File: src/hdl/yc2argb_pkg.sv
// Package for the YCrCb plus transparency to ARGB converter.
// Holds the item types and the fixed-point constants of the conversion.
// No dependencies.
`timescale 1ns / 1ps
`default_nettype none

package yc2argb_pkg;

  localparam int unsigned ChanW    = 8;
  localparam int unsigned FracBits = 10;
  localparam int unsigned SumW     = 21;

  localparam logic [ChanW-1:0] LumaMin      = 8'd16;
  localparam logic [ChanW-1:0] LumaMax      = 8'd235;
  localparam logic [ChanW-1:0] ChromaMin    = 8'd16;
  localparam logic [ChanW-1:0] ChromaMax    = 8'd240;
  localparam logic [ChanW-1:0] LumaOffset   = 8'd16;
  localparam logic [ChanW:0]   ChromaOffset = 9'd128;
  localparam logic [ChanW-1:0] ChanMax      = 8'hFF;

  localparam logic signed [SumW-1:0] CoefY     = 21'sd1192;
  localparam logic signed [SumW-1:0] CoefRCr   = 21'sd1634;
  localparam logic signed [SumW-1:0] CoefGCr   = 21'sd833;
  localparam logic signed [SumW-1:0] CoefGCb   = 21'sd401;
  localparam logic signed [SumW-1:0] CoefBCb   = 21'sd2065;
  localparam logic signed [SumW-1:0] RoundHalf = 21'sd512;

  typedef struct packed {
    logic [ChanW-1:0] luma;
    logic [ChanW-1:0] chroma_red;
    logic [ChanW-1:0] chroma_blue;
    logic [ChanW-1:0] transparency;
  } ycrcbt_t;

  typedef struct packed {
    logic [ChanW-1:0] alpha;
    logic [ChanW-1:0] red;
    logic [ChanW-1:0] green;
    logic [ChanW-1:0] blue;
  } argb_t;

endpackage

`default_nettype wire

File: src/hdl/yc2argb_if.sv
// Valid/ready channel interfaces for the converter's input and result items.
// Depends on yc2argb_pkg for the payload types.
`timescale 1ns / 1ps
`default_nettype none

interface yc2argb_in_if;
  import yc2argb_pkg::*;

  logic    valid;
  logic    ready;
  ycrcbt_t data;

  modport source (output valid, output data, input ready);
  modport sink (input valid, input data, output ready);
endinterface

interface yc2argb_out_if;
  import yc2argb_pkg::*;

  logic  valid;
  logic  ready;
  argb_t data;

  modport source (output valid, output data, input ready);
  modport sink (input valid, input data, output ready);
endinterface

`default_nettype wire

File: src/hdl/ycrcbt_to_argb_converter.sv
// A result is offered once its item has passed the input register and the
// result register; a stall at the output can hold it in the input register.
// Throughput: one item per cycle unless the output stalls; the input register
// and the result register each hold one item, and the conversion between them is a single pass.
// Reset clears both valid flags; the payload registers are not reset.
// Depends on yc2argb_pkg, yc2argb_if and yc2argb_core.
`timescale 1ns / 1ps
`default_nettype none

module ycrcbt_to_argb_converter (
  input  logic                 clk_i,
  input  logic                 rst_ni,
  yc2argb_in_if.sink           in_i,
  yc2argb_out_if.source        out_o
);
  import yc2argb_pkg::*;

  ycrcbt_t pix_q;
  logic    pix_valid_q;
  argb_t   argb_d;
  argb_t   argb_q;
  logic    argb_valid_q;
  logic    pix_adv;
  logic    in_take;

  assign pix_adv    = pix_valid_q && (!argb_valid_q || out_o.ready);
  assign in_i.ready = !pix_valid_q || pix_adv;
  assign in_take    = in_i.valid && in_i.ready;

  yc2argb_core u_core (
    .pix_i  (pix_q),
    .argb_o (argb_d)
  );

  always_ff @(posedge clk_i or negedge rst_ni) begin
    if (!rst_ni) begin
      pix_valid_q  <= 1'b0;
      argb_valid_q <= 1'b0;
    end else begin
      if (in_i.ready) begin
        pix_valid_q <= in_i.valid;
      end
      if (pix_adv) begin
        argb_valid_q <= 1'b1;
      end else if (out_o.ready) begin
        argb_valid_q <= 1'b0;
      end
    end
  end

  always_ff @(posedge clk_i) begin
    if (in_take) begin
      pix_q <= in_i.data;
    end
    if (pix_adv) begin
      argb_q <= argb_d;
    end
  end

  assign out_o.valid = argb_valid_q;
  assign out_o.data  = argb_q;

`ifndef SYNTHESIS
  a_empty_stage_ready: assert property (@(posedge clk_i) disable iff (!rst_ni)
    !pix_valid_q |-> in_i.ready)
    else $error("Input stage is empty but does not accept an item.");

  a_stalled_item_held: assert property (@(posedge clk_i) disable iff (!rst_ni)
    pix_valid_q && !pix_adv |=> pix_valid_q && $stable(pix_q))
    else $error("Stalled item left the input stage.");

  a_result_has_source: assert property (@(posedge clk_i) disable iff (!rst_ni)
    $rose(argb_valid_q) |-> $past(pix_valid_q))
    else $error("Result appeared without an item in the input stage.");

  a_taken_or_refilled: assert property (@(posedge clk_i) disable iff (!rst_ni)
    argb_valid_q && out_o.ready && !pix_valid_q |=> !argb_valid_q)
    else $error("Delivered result was offered again.");
`endif

endmodule

`default_nettype wire

File: src/hdl/yc2argb_core.sv
// Combinational colour conversion of one item: clamping, offset removal,
// Q10 products, rounding and saturation; a zero luma gives transparent white. Depends on yc2argb_pkg.
`timescale 1ns / 1ps
`default_nettype none

module yc2argb_core (
  input  yc2argb_pkg::ycrcbt_t pix_i,
  output yc2argb_pkg::argb_t   argb_o
);
  import yc2argb_pkg::*;

  function automatic logic [ChanW-1:0] clamp(input logic [ChanW-1:0] v,
                                             input logic [ChanW-1:0] lo,
                                             input logic [ChanW-1:0] hi);
    logic [ChanW-1:0] r;
    priority if (v < lo) begin
      r = lo;
    end else if (v > hi) begin
      r = hi;
    end else begin
      r = v;
    end
    return r;
  endfunction

  function automatic logic [ChanW-1:0] to_chan(input logic signed [SumW-1:0] s);
    logic signed [SumW-1:0]     biased;
    logic [SumW-2-FracBits:0]   whole;
    logic [ChanW-1:0]           r;
    biased = s + RoundHalf;
    whole  = biased[SumW-2:FracBits];
    priority if (biased[SumW-1]) begin
      r = '0;
    end else if (|whole[SumW-2-FracBits:ChanW]) begin
      r = ChanMax;
    end else begin
      r = whole[ChanW-1:0];
    end
    return r;
  endfunction

  logic [ChanW-1:0]        y_off;
  logic signed [ChanW:0]   cr_off;
  logic signed [ChanW:0]   cb_off;
  logic signed [SumW-1:0]  y_s;
  logic signed [SumW-1:0]  cr_s;
  logic signed [SumW-1:0]  cb_s;
  logic signed [SumW-1:0]  base;
  logic signed [SumW-1:0]  sum_r;
  logic signed [SumW-1:0]  sum_g;
  logic signed [SumW-1:0]  sum_b;

  always_comb begin
    y_off  = clamp(pix_i.luma, LumaMin, LumaMax) - LumaOffset;
    cr_off = $signed({1'b0, clamp(pix_i.chroma_red, ChromaMin, ChromaMax)})
             - $signed(ChromaOffset);
    cb_off = $signed({1'b0, clamp(pix_i.chroma_blue, ChromaMin, ChromaMax)})
             - $signed(ChromaOffset);
    y_s    = $signed({{(SumW-ChanW){1'b0}}, y_off});
    cr_s   = SumW'(cr_off);
    cb_s   = SumW'(cb_off);
    base   = CoefY * y_s;
    sum_r  = base + CoefRCr * cr_s;
    sum_g  = base - CoefGCr * cr_s - CoefGCb * cb_s;
    sum_b  = base + CoefBCb * cb_s;

    if (pix_i.luma == '0) begin
      argb_o.alpha = '0;
      argb_o.red   = ChanMax;
      argb_o.green = ChanMax;
      argb_o.blue  = ChanMax;
    end else begin
      argb_o.alpha = ChanMax - pix_i.transparency;
      argb_o.red   = to_chan(sum_r);
      argb_o.green = to_chan(sum_g);
      argb_o.blue  = to_chan(sum_b);
    end
  end

endmodule

`default_nettype wire
File: src/flat_wrapper.sv
// flat-port wrapper written by rule: the top's interface ports become plain ports
module ycrcbt_to_argb_converter_flat import yc2argb_pkg::*;
  (clk_i, rst_ni, in_i_valid, in_i_data, in_i_ready, out_o_valid, out_o_data, out_o_ready);
  yc2argb_in_if in_i_i ();
  yc2argb_out_if out_o_i ();
  input  logic clk_i;
  input  logic rst_ni;
  input wire logic [$bits(in_i_i.valid)-1:0] in_i_valid;
  input wire logic [$bits(in_i_i.data)-1:0] in_i_data;
  output wire logic [$bits(in_i_i.ready)-1:0] in_i_ready;
  output wire logic [$bits(out_o_i.valid)-1:0] out_o_valid;
  output wire logic [$bits(out_o_i.data)-1:0] out_o_data;
  input wire logic [$bits(out_o_i.ready)-1:0] out_o_ready;
  assign in_i_i.valid = in_i_valid;
  assign in_i_i.data = in_i_data;
  assign in_i_ready = in_i_i.ready;
  assign out_o_valid = out_o_i.valid;
  assign out_o_data = out_o_i.data;
  assign out_o_i.ready = out_o_ready;
  ycrcbt_to_argb_converter u_core (.clk_i(clk_i), .rst_ni(rst_ni), .in_i(in_i_i), .out_o(out_o_i));
endmodule
File: config.mk
export PLATFORM = sky130hd
export DESIGN_NAME = ycrcbt_to_argb_converter_flat
export DESIGN_NICKNAME = d
export VERILOG_FILES = /design/src/hdl/yc2argb_pkg.sv /design/src/hdl/yc2argb_if.sv /design/src/hdl/ycrcbt_to_argb_converter.sv /design/src/hdl/yc2argb_core.sv /design/src/flat_wrapper.sv
export SDC_FILE = /design/constraint.sdc
export NUM_CORES = 1
export LEC_CHECK = 0
export BUFFER_PORTS_ARGS = -buffer_cell sky130_fd_sc_hd__clkbuf_2
export CAP_MARGIN = 0
export CORE_MARGIN = 4
export CORE_UTILIZATION = 50
export DETAILED_ROUTE_END_ITERATION = 6
export MAX_ROUTING_LAYER = met4
export PLACE_DENSITY = 0.78
export SLEW_MARGIN = 10
export SYNTH_ARGS = -nofsm -noshare
export SYNTH_HDL_FRONTEND = slang
export SYNTH_HIERARCHICAL = 1
export SYNTH_SLANG_ARGS = --single-unit
File: constraint.sdc
create_clock -name clk_i -period 10.79 [get_ports clk_i]
set_input_delay 0.5395 -clock clk_i [delete_from_list [all_inputs] [get_ports clk_i]]
set_output_delay 0.5395 -clock clk_i [all_outputs]
set_load 0.02 [all_outputs]
Word-level counts from Yosys, hierarchy flattened
Index checks and enable logic that the tools add are counted.

Add/sub/neg operators: 11. Multiply operators: 5. Div/mod/pow operators: 0. Order comparisons: 6. Equality and inequality tests: 0. Shift-type cells: 0. Multiplexer cells: 14. Bitwise logic cells: 0. Reduce and logical (&&, ||, !) cells: 11.

Operators with widths (number): $mux 8 (12); $add 21x11->21 const B (3); $add 20x21->21 (2); $mul 11x9->20 const A (2); $gt 8x8->1 const B (3); $lt 8x5->1 const B (3); $mul 13x9->21 const A (1); $sub 20x20->21 (1); $sub 21x19->21 (1); $mul 10x9->19 const A (1); $sub 8x8->9 const B (2); $mul 8x8->16 const A (1); $logic_not 8->1 (1); $sub 8x5->8 const B (1); $sub 8x8->8 const A (1); $reduce_or 2->1 (3); $logic_and 1x1->1 (2); $logic_not 1->1 (2); $logic_or 1x1->1 (2); $mux 1 (2); $reduce_bool 2->1 (1).

Register bits: 66. Bits in latches: 0. Bits in writable memories: 0. ROM bits: 0. Input bits: 36. Output and inout bits: 34. Logic and storage cells: 57. Memories: 0.

Longest topological paths before layout
Depth after elaboration: 11. Depth in mapped cells: 37. Mapped depth without buffers: 37.

Modules after synthesis
The synthesis kept the hierarchy.

Modules (own cells, without submodules): yc2argb_core (instances 1, cells each 961, area each 8355.5 um2, seq. area each 0.0 um2); ycrcbt_to_argb_converter (instances 1, cells each 72, area each 2025.7 um2, seq. area each 1971.9 um2).

Worst setup path before layout
No wires, ideal clock.

Path type: register to register. From: register u_core/pix_q[28] (netlist name). To: register u_core.argb_q, in the netlist u_core/out_o.data[10] (data pin). Library setup time: 152 ps. Arrival time: 8803 ps. Data required time: 10638 ps. Path slack: 1834 ps. Stages on the path, launching flop included: 35. Buffers on the path: 0. Clock period less this slack: 8956 ps. Path through: edfxtp_1 -> or4_4 -> nand2_1 -> inv_1 -> ha_1 -> xor2_1 -> inv_1 -> fa_1 -> inv_1 -> fa_1 -> fa_1 -> ha_1 -> a21boi_0 -> o21ai_0 -> a21o_1 -> and2_1 -> xnor2_1 -> inv_1 -> ha_1 -> fa_1 -> fa_1 -> inv_1 -> fa_1 -> inv_1 -> fa_1 -> inv_1 -> ha_1 -> and3_1 -> and3_1 -> o2111ai_1 -> and2_1 -> a21oi_1 -> mux2i_1 -> nor2_1 -> o21ai_0.

Word-level cells in the longest chain between the ends: 11. Elaborated cells on any way between the ends: 13. Classes of those cells: 4 x add/sub; 1 x mul; 2 x order compare; 4 x mux; 2 x reduce/logical.

Ends and longest elaborated chain: from (decl) (RTL line ycrcbt_to_argb_converter.sv:18) `ycrcbt_t pix_q;`; from (signal assigned) (RTL line ycrcbt_to_argb_converter.sv:53) `pix_q <= in_i.data;`; $gt 8x8->1 (RTL line yc2argb_core.sv:18) `end else if (v > hi) begin`; $mux 8 (RTL line yc2argb_core.sv:18); $mux 8 (RTL line yc2argb_core.sv:16) `priority if (v < lo) begin`; $sub 8x5->8 (RTL line yc2argb_core.sv:54) `y_off = clamp(pix_i.luma, LumaMin, LumaMax) - LumaOffset;`; $mul 8x8->16 (RTL line yc2argb_core.sv:62) `base = CoefY * y_s;`; $sub 20x20->21 (RTL line yc2argb_core.sv:64) `sum_g = base - CoefGCr * cr_s - CoefGCb * cb_s;`; $sub 21x19->21 (RTL line yc2argb_core.sv:64); $add 21x11->21 (RTL line yc2argb_core.sv:30) `biased = s + RoundHalf;`; $reduce_or 2->1 (RTL line yc2argb_core.sv:34) `end else if (|whole[SumW-2-FracBits:ChanW]) begin`; $mux 8 (RTL line yc2argb_core.sv:34); $mux 8 (RTL line yc2argb_core.sv:32) `priority if (biased[SumW-1]) begin`; to (signal assigned) (RTL line ycrcbt_to_argb_converter.sv:56) `argb_q <= argb_d;`; to (decl) (RTL line ycrcbt_to_argb_converter.sv:21) `argb_t argb_q;`.

Several ways; a longest one is shown, not always the timed one. A chain may end at the register's enable or synchronous reset.

Worst setup path after layout
From: register u_core/pix_q[28] (netlist name). To: register u_core.argb_q, in the netlist u_core/out_o.data[11] (data pin).

The elaborated chain is that of the path after synthesis.

==> flow_summary_export.csv <==
group,metric,value,unit
timing,final.setup.tns,0,ns
timing,min_period_over_period,90.7,%
cts,cts_buffers,9,
cts,cts_sinks,66,
placed_design,hpwl,19.3,mm
timing,finalSetupViolCount,0,
finish,drive_gt1_share,9.87,%
route,first_pass_iters,5,
synth,synthCells,1033,
worst_setup_path,slowest_delay,0.59,ns
worst_setup_path,critPathMaxFanout,8,
timing,max_freq,102,MHz
route,route.vias.total,7260,
placed_design,place.gp.congestion,0.993,
die,initial_core_util,51.1,%
synth,synth_nets,1424,
die,die_area,23100,um2
worst_setup_path,startpoint,"u_core/pix_q[28]",
synth,synth_flop_cell,"edfxtp_1",
worst_setup_path,cp.arrival,9.97,ns
synth,synth_edf_count,64,
timing,rsz0062_at_grt,"no",
cts,root_buffer,"clkbuf_16",
synth,synth.top_cells.by_count,"255 x inv_1, 254 x ha_1, 101 x fa_1",
timing,worstMarginPinSlew,0.853,ns
cts,cts.repair.resized,0,
synth,synth_top_area_share,30.6,%
synth,ys_ff_latch,66,
worst_setup_path,reg2reg_from,"u_core/pix_q[28]",
placed_design,io_buffers,69,
route,post_drt_via_cell_ratio,5.25,
synth,syn-mean-instance-area,10.0,um2
timing,drv_slew,0,
cts,insertion_delay,0.35,ns
global_route,grt_max_degree,33,
route,drt-total-wl,22.4,mm
cts,htreeDepth,3,
cts,cts_tree,"done",
worst_setup_path,cp.required,10.97,ns
synth,ys_seq_area_share,19.0,%
synth,synth_top_cells_by_area,"ha_1 31%, fa_1 19%, edfxtp_1 19%",
synth,async_flop_share,3.03,%
synth,netlist_area,10400,um2
finish,syn_to_final_growth,9.68,%
flow_run,maxCapViolCount,0,
finish,final_nets,1500,
timing,hold_viol_final,0,
global_route,antenna_found_initial,0,
run_status,status,"finished, final reports clean",
global_route,grt.total_usage,20.8,%
global_route,grt-ovfl-total,0,
hold_path,hp-start,"in_i_data[28]",
cts,path_clk_slew,0.07,ns
die,rows,52,
finish,diodes,0,
synth,ys_warn_count,6,
die,core_region_area,20300,um2
worst_setup_path,cp-start-kind,"flop",
timing,finClkSkew,0.0116,ns
route,drcViolationCount,0,
die,num_io_pins,70,
route,wl_per_cell,16.2,um
synth,synth.most_common_cell,"inv_1",
worst_setup_path,path_buf_inv,7,
global_route,grt_pass1_vias,7813,
worst_setup_path,crit_path_end_kind,"flop",
global_route,grt_pass1_wl,37.9,mm
hold_path,hold_path_class,"in2reg",
worst_setup_path,critPathKind,"reg2reg",
worst_setup_path,path_delay_family,"adder cells",
synth,ys_types,59,
die,die_w,152,um
cts,cts_setup_buffers,0,
synth,synth_largest_area_cell,"ha_1",
worst_setup_path,critPathSlowestCell,"or4_4",
route,detail-route-antenna-nets,0,
timing,slew_headroom,42.9,%
cts,cts_buffer_depth,2,
timing,min_period,9.79,ns
route,dr.first_iter.drc_count,295,
die,die_h,152,um
-- timing repair --
action | 4_1_cts | 5_1_grt
hold endpoints to repair | 2 | 0
endpoints found under the setup margin | 0 | 0
hold buffers | 1 | 0
-- state kept, by name, summed over array words and instances, names as in the netlist --
register            count
u_core/out_o.data      32
u_core/pix_q           32
u_core/out_o.valid      1
u_core/pix_valid_q      1
-- kinds of logic (layout without fill, tap and decap cells) --
kind of cell / count (synthesis) / after routing / share of synthesized area [%]
adder cells (fa/ha/maj): 355 / 355 / 50.1
buffers and inverters: 261 / 342 / 9.49
AND/OR/NAND/NOR: 155 / 155 / 7.94
AO/OA/AOI/OAI: 148 / 148 / 9.40
flip-flops: 66 / 66 / 19.0
XOR/XNOR: 45 / 45 / 3.80
multiplexers: 3 / 3 / 0.289
-- through the flow --
stage | util (%) | cell area [um2] | cells | hold WS (ns) | setup WS [ns]
2_1_floorplan | - | 10400 | 1033 | 0.244 | 1.83
3_3_place_gp | 54.4 | 11000 | 1367 | 0.326 | 1.45
3_5_place_dp | 54.4 | 11000 | 1367 | 0.326 | 1.05
4_1_cts | 56.1 | 11400 | 1384 | 0.348 | 1.02
5_1_grt | 56.1 | 11400 | 1384 | 0.345 | 0.364
6_report | 56.1 | 11400 | 1384 | 0.361 | 0.999
-- layout make-up --
| class | count | area, um2 |
|---|---|---|
| Inverter | 255 | 957 |
| Timing Repair Buffer | 71 | 363 |
| Fill cell | 1737 | 8910 |
| Sequential cell | 66 | 1970 |
| Tap cell | 270 | 338 |
| Clock buffer | 9 | 225 |
| Multi-Input combinational cell | 706 | 7420 |
| Clock inverter | 7 | 106 |
-- path summary, 6_finish.rpt --
path / to / slack (ns) / cells after the start
worst min register to register: u_core/out_o.data[28] / 0.52 / 1
min in group asynchronous: u_core/pix_valid_q / 0.52 / 2
worst min-delay path: u_core/pix_q[28] / 0.36 / 1
worst max register to register: u_core/out_o.data[11] / 1.0 / 32
worst max-delay path: u_core/out_o.data[11] / 1.0 / 32
max in group asynchronous: u_core/out_o.valid / 10.17 / 2
-- layout by cell type (no fill, tap or decap), types with 3 or more instances in the layout --
master | Yosys | final
a211oi_1 | 6 | 6
a21o_1 | 18 | 18
a21oi_1 | 39 | 39
a31oi_1 | 3 | 3
and2_1 | 9 | 9
and3_1 | 6 | 6
and3_2 | 3 | 3
clkbuf_16 | 0 | 9
clkbuf_2 | 1 | 69
edfxtp_1 | 64 | 64
fa_1 | 101 | 101
ha_1 | 254 | 254
inv_1 | 255 | 255
inv_6 | 0 | 3
mux2i_1 | 3 | 3
nand2_1 | 22 | 22
nand2b_1 | 7 | 7
nand3_1 | 11 | 11
nand4_1 | 3 | 3
nor2_1 | 50 | 50
nor2b_1 | 4 | 4
nor3_1 | 12 | 12
nor4_1 | 5 | 5
o21a_1 | 22 | 22
o21ai_0 | 33 | 33
o21bai_1 | 5 | 5
or2_2 | 5 | 5
or3_1 | 6 | 6
xnor2_1 | 28 | 28
xor2_1 | 17 | 17
-- metal layers --
metal	GRT usage, %	share of wire, %	wire length [um]
met1	25.9	44	9940
met2	34.2	48	10800
met3	3.53	3.7	824
met4	7.92	3.5	773
met5	-	0	0
Power is left out: the tool's default activity adds up to more than one toggle a clock period on the data nets, which glitch-free logic cannot reach.
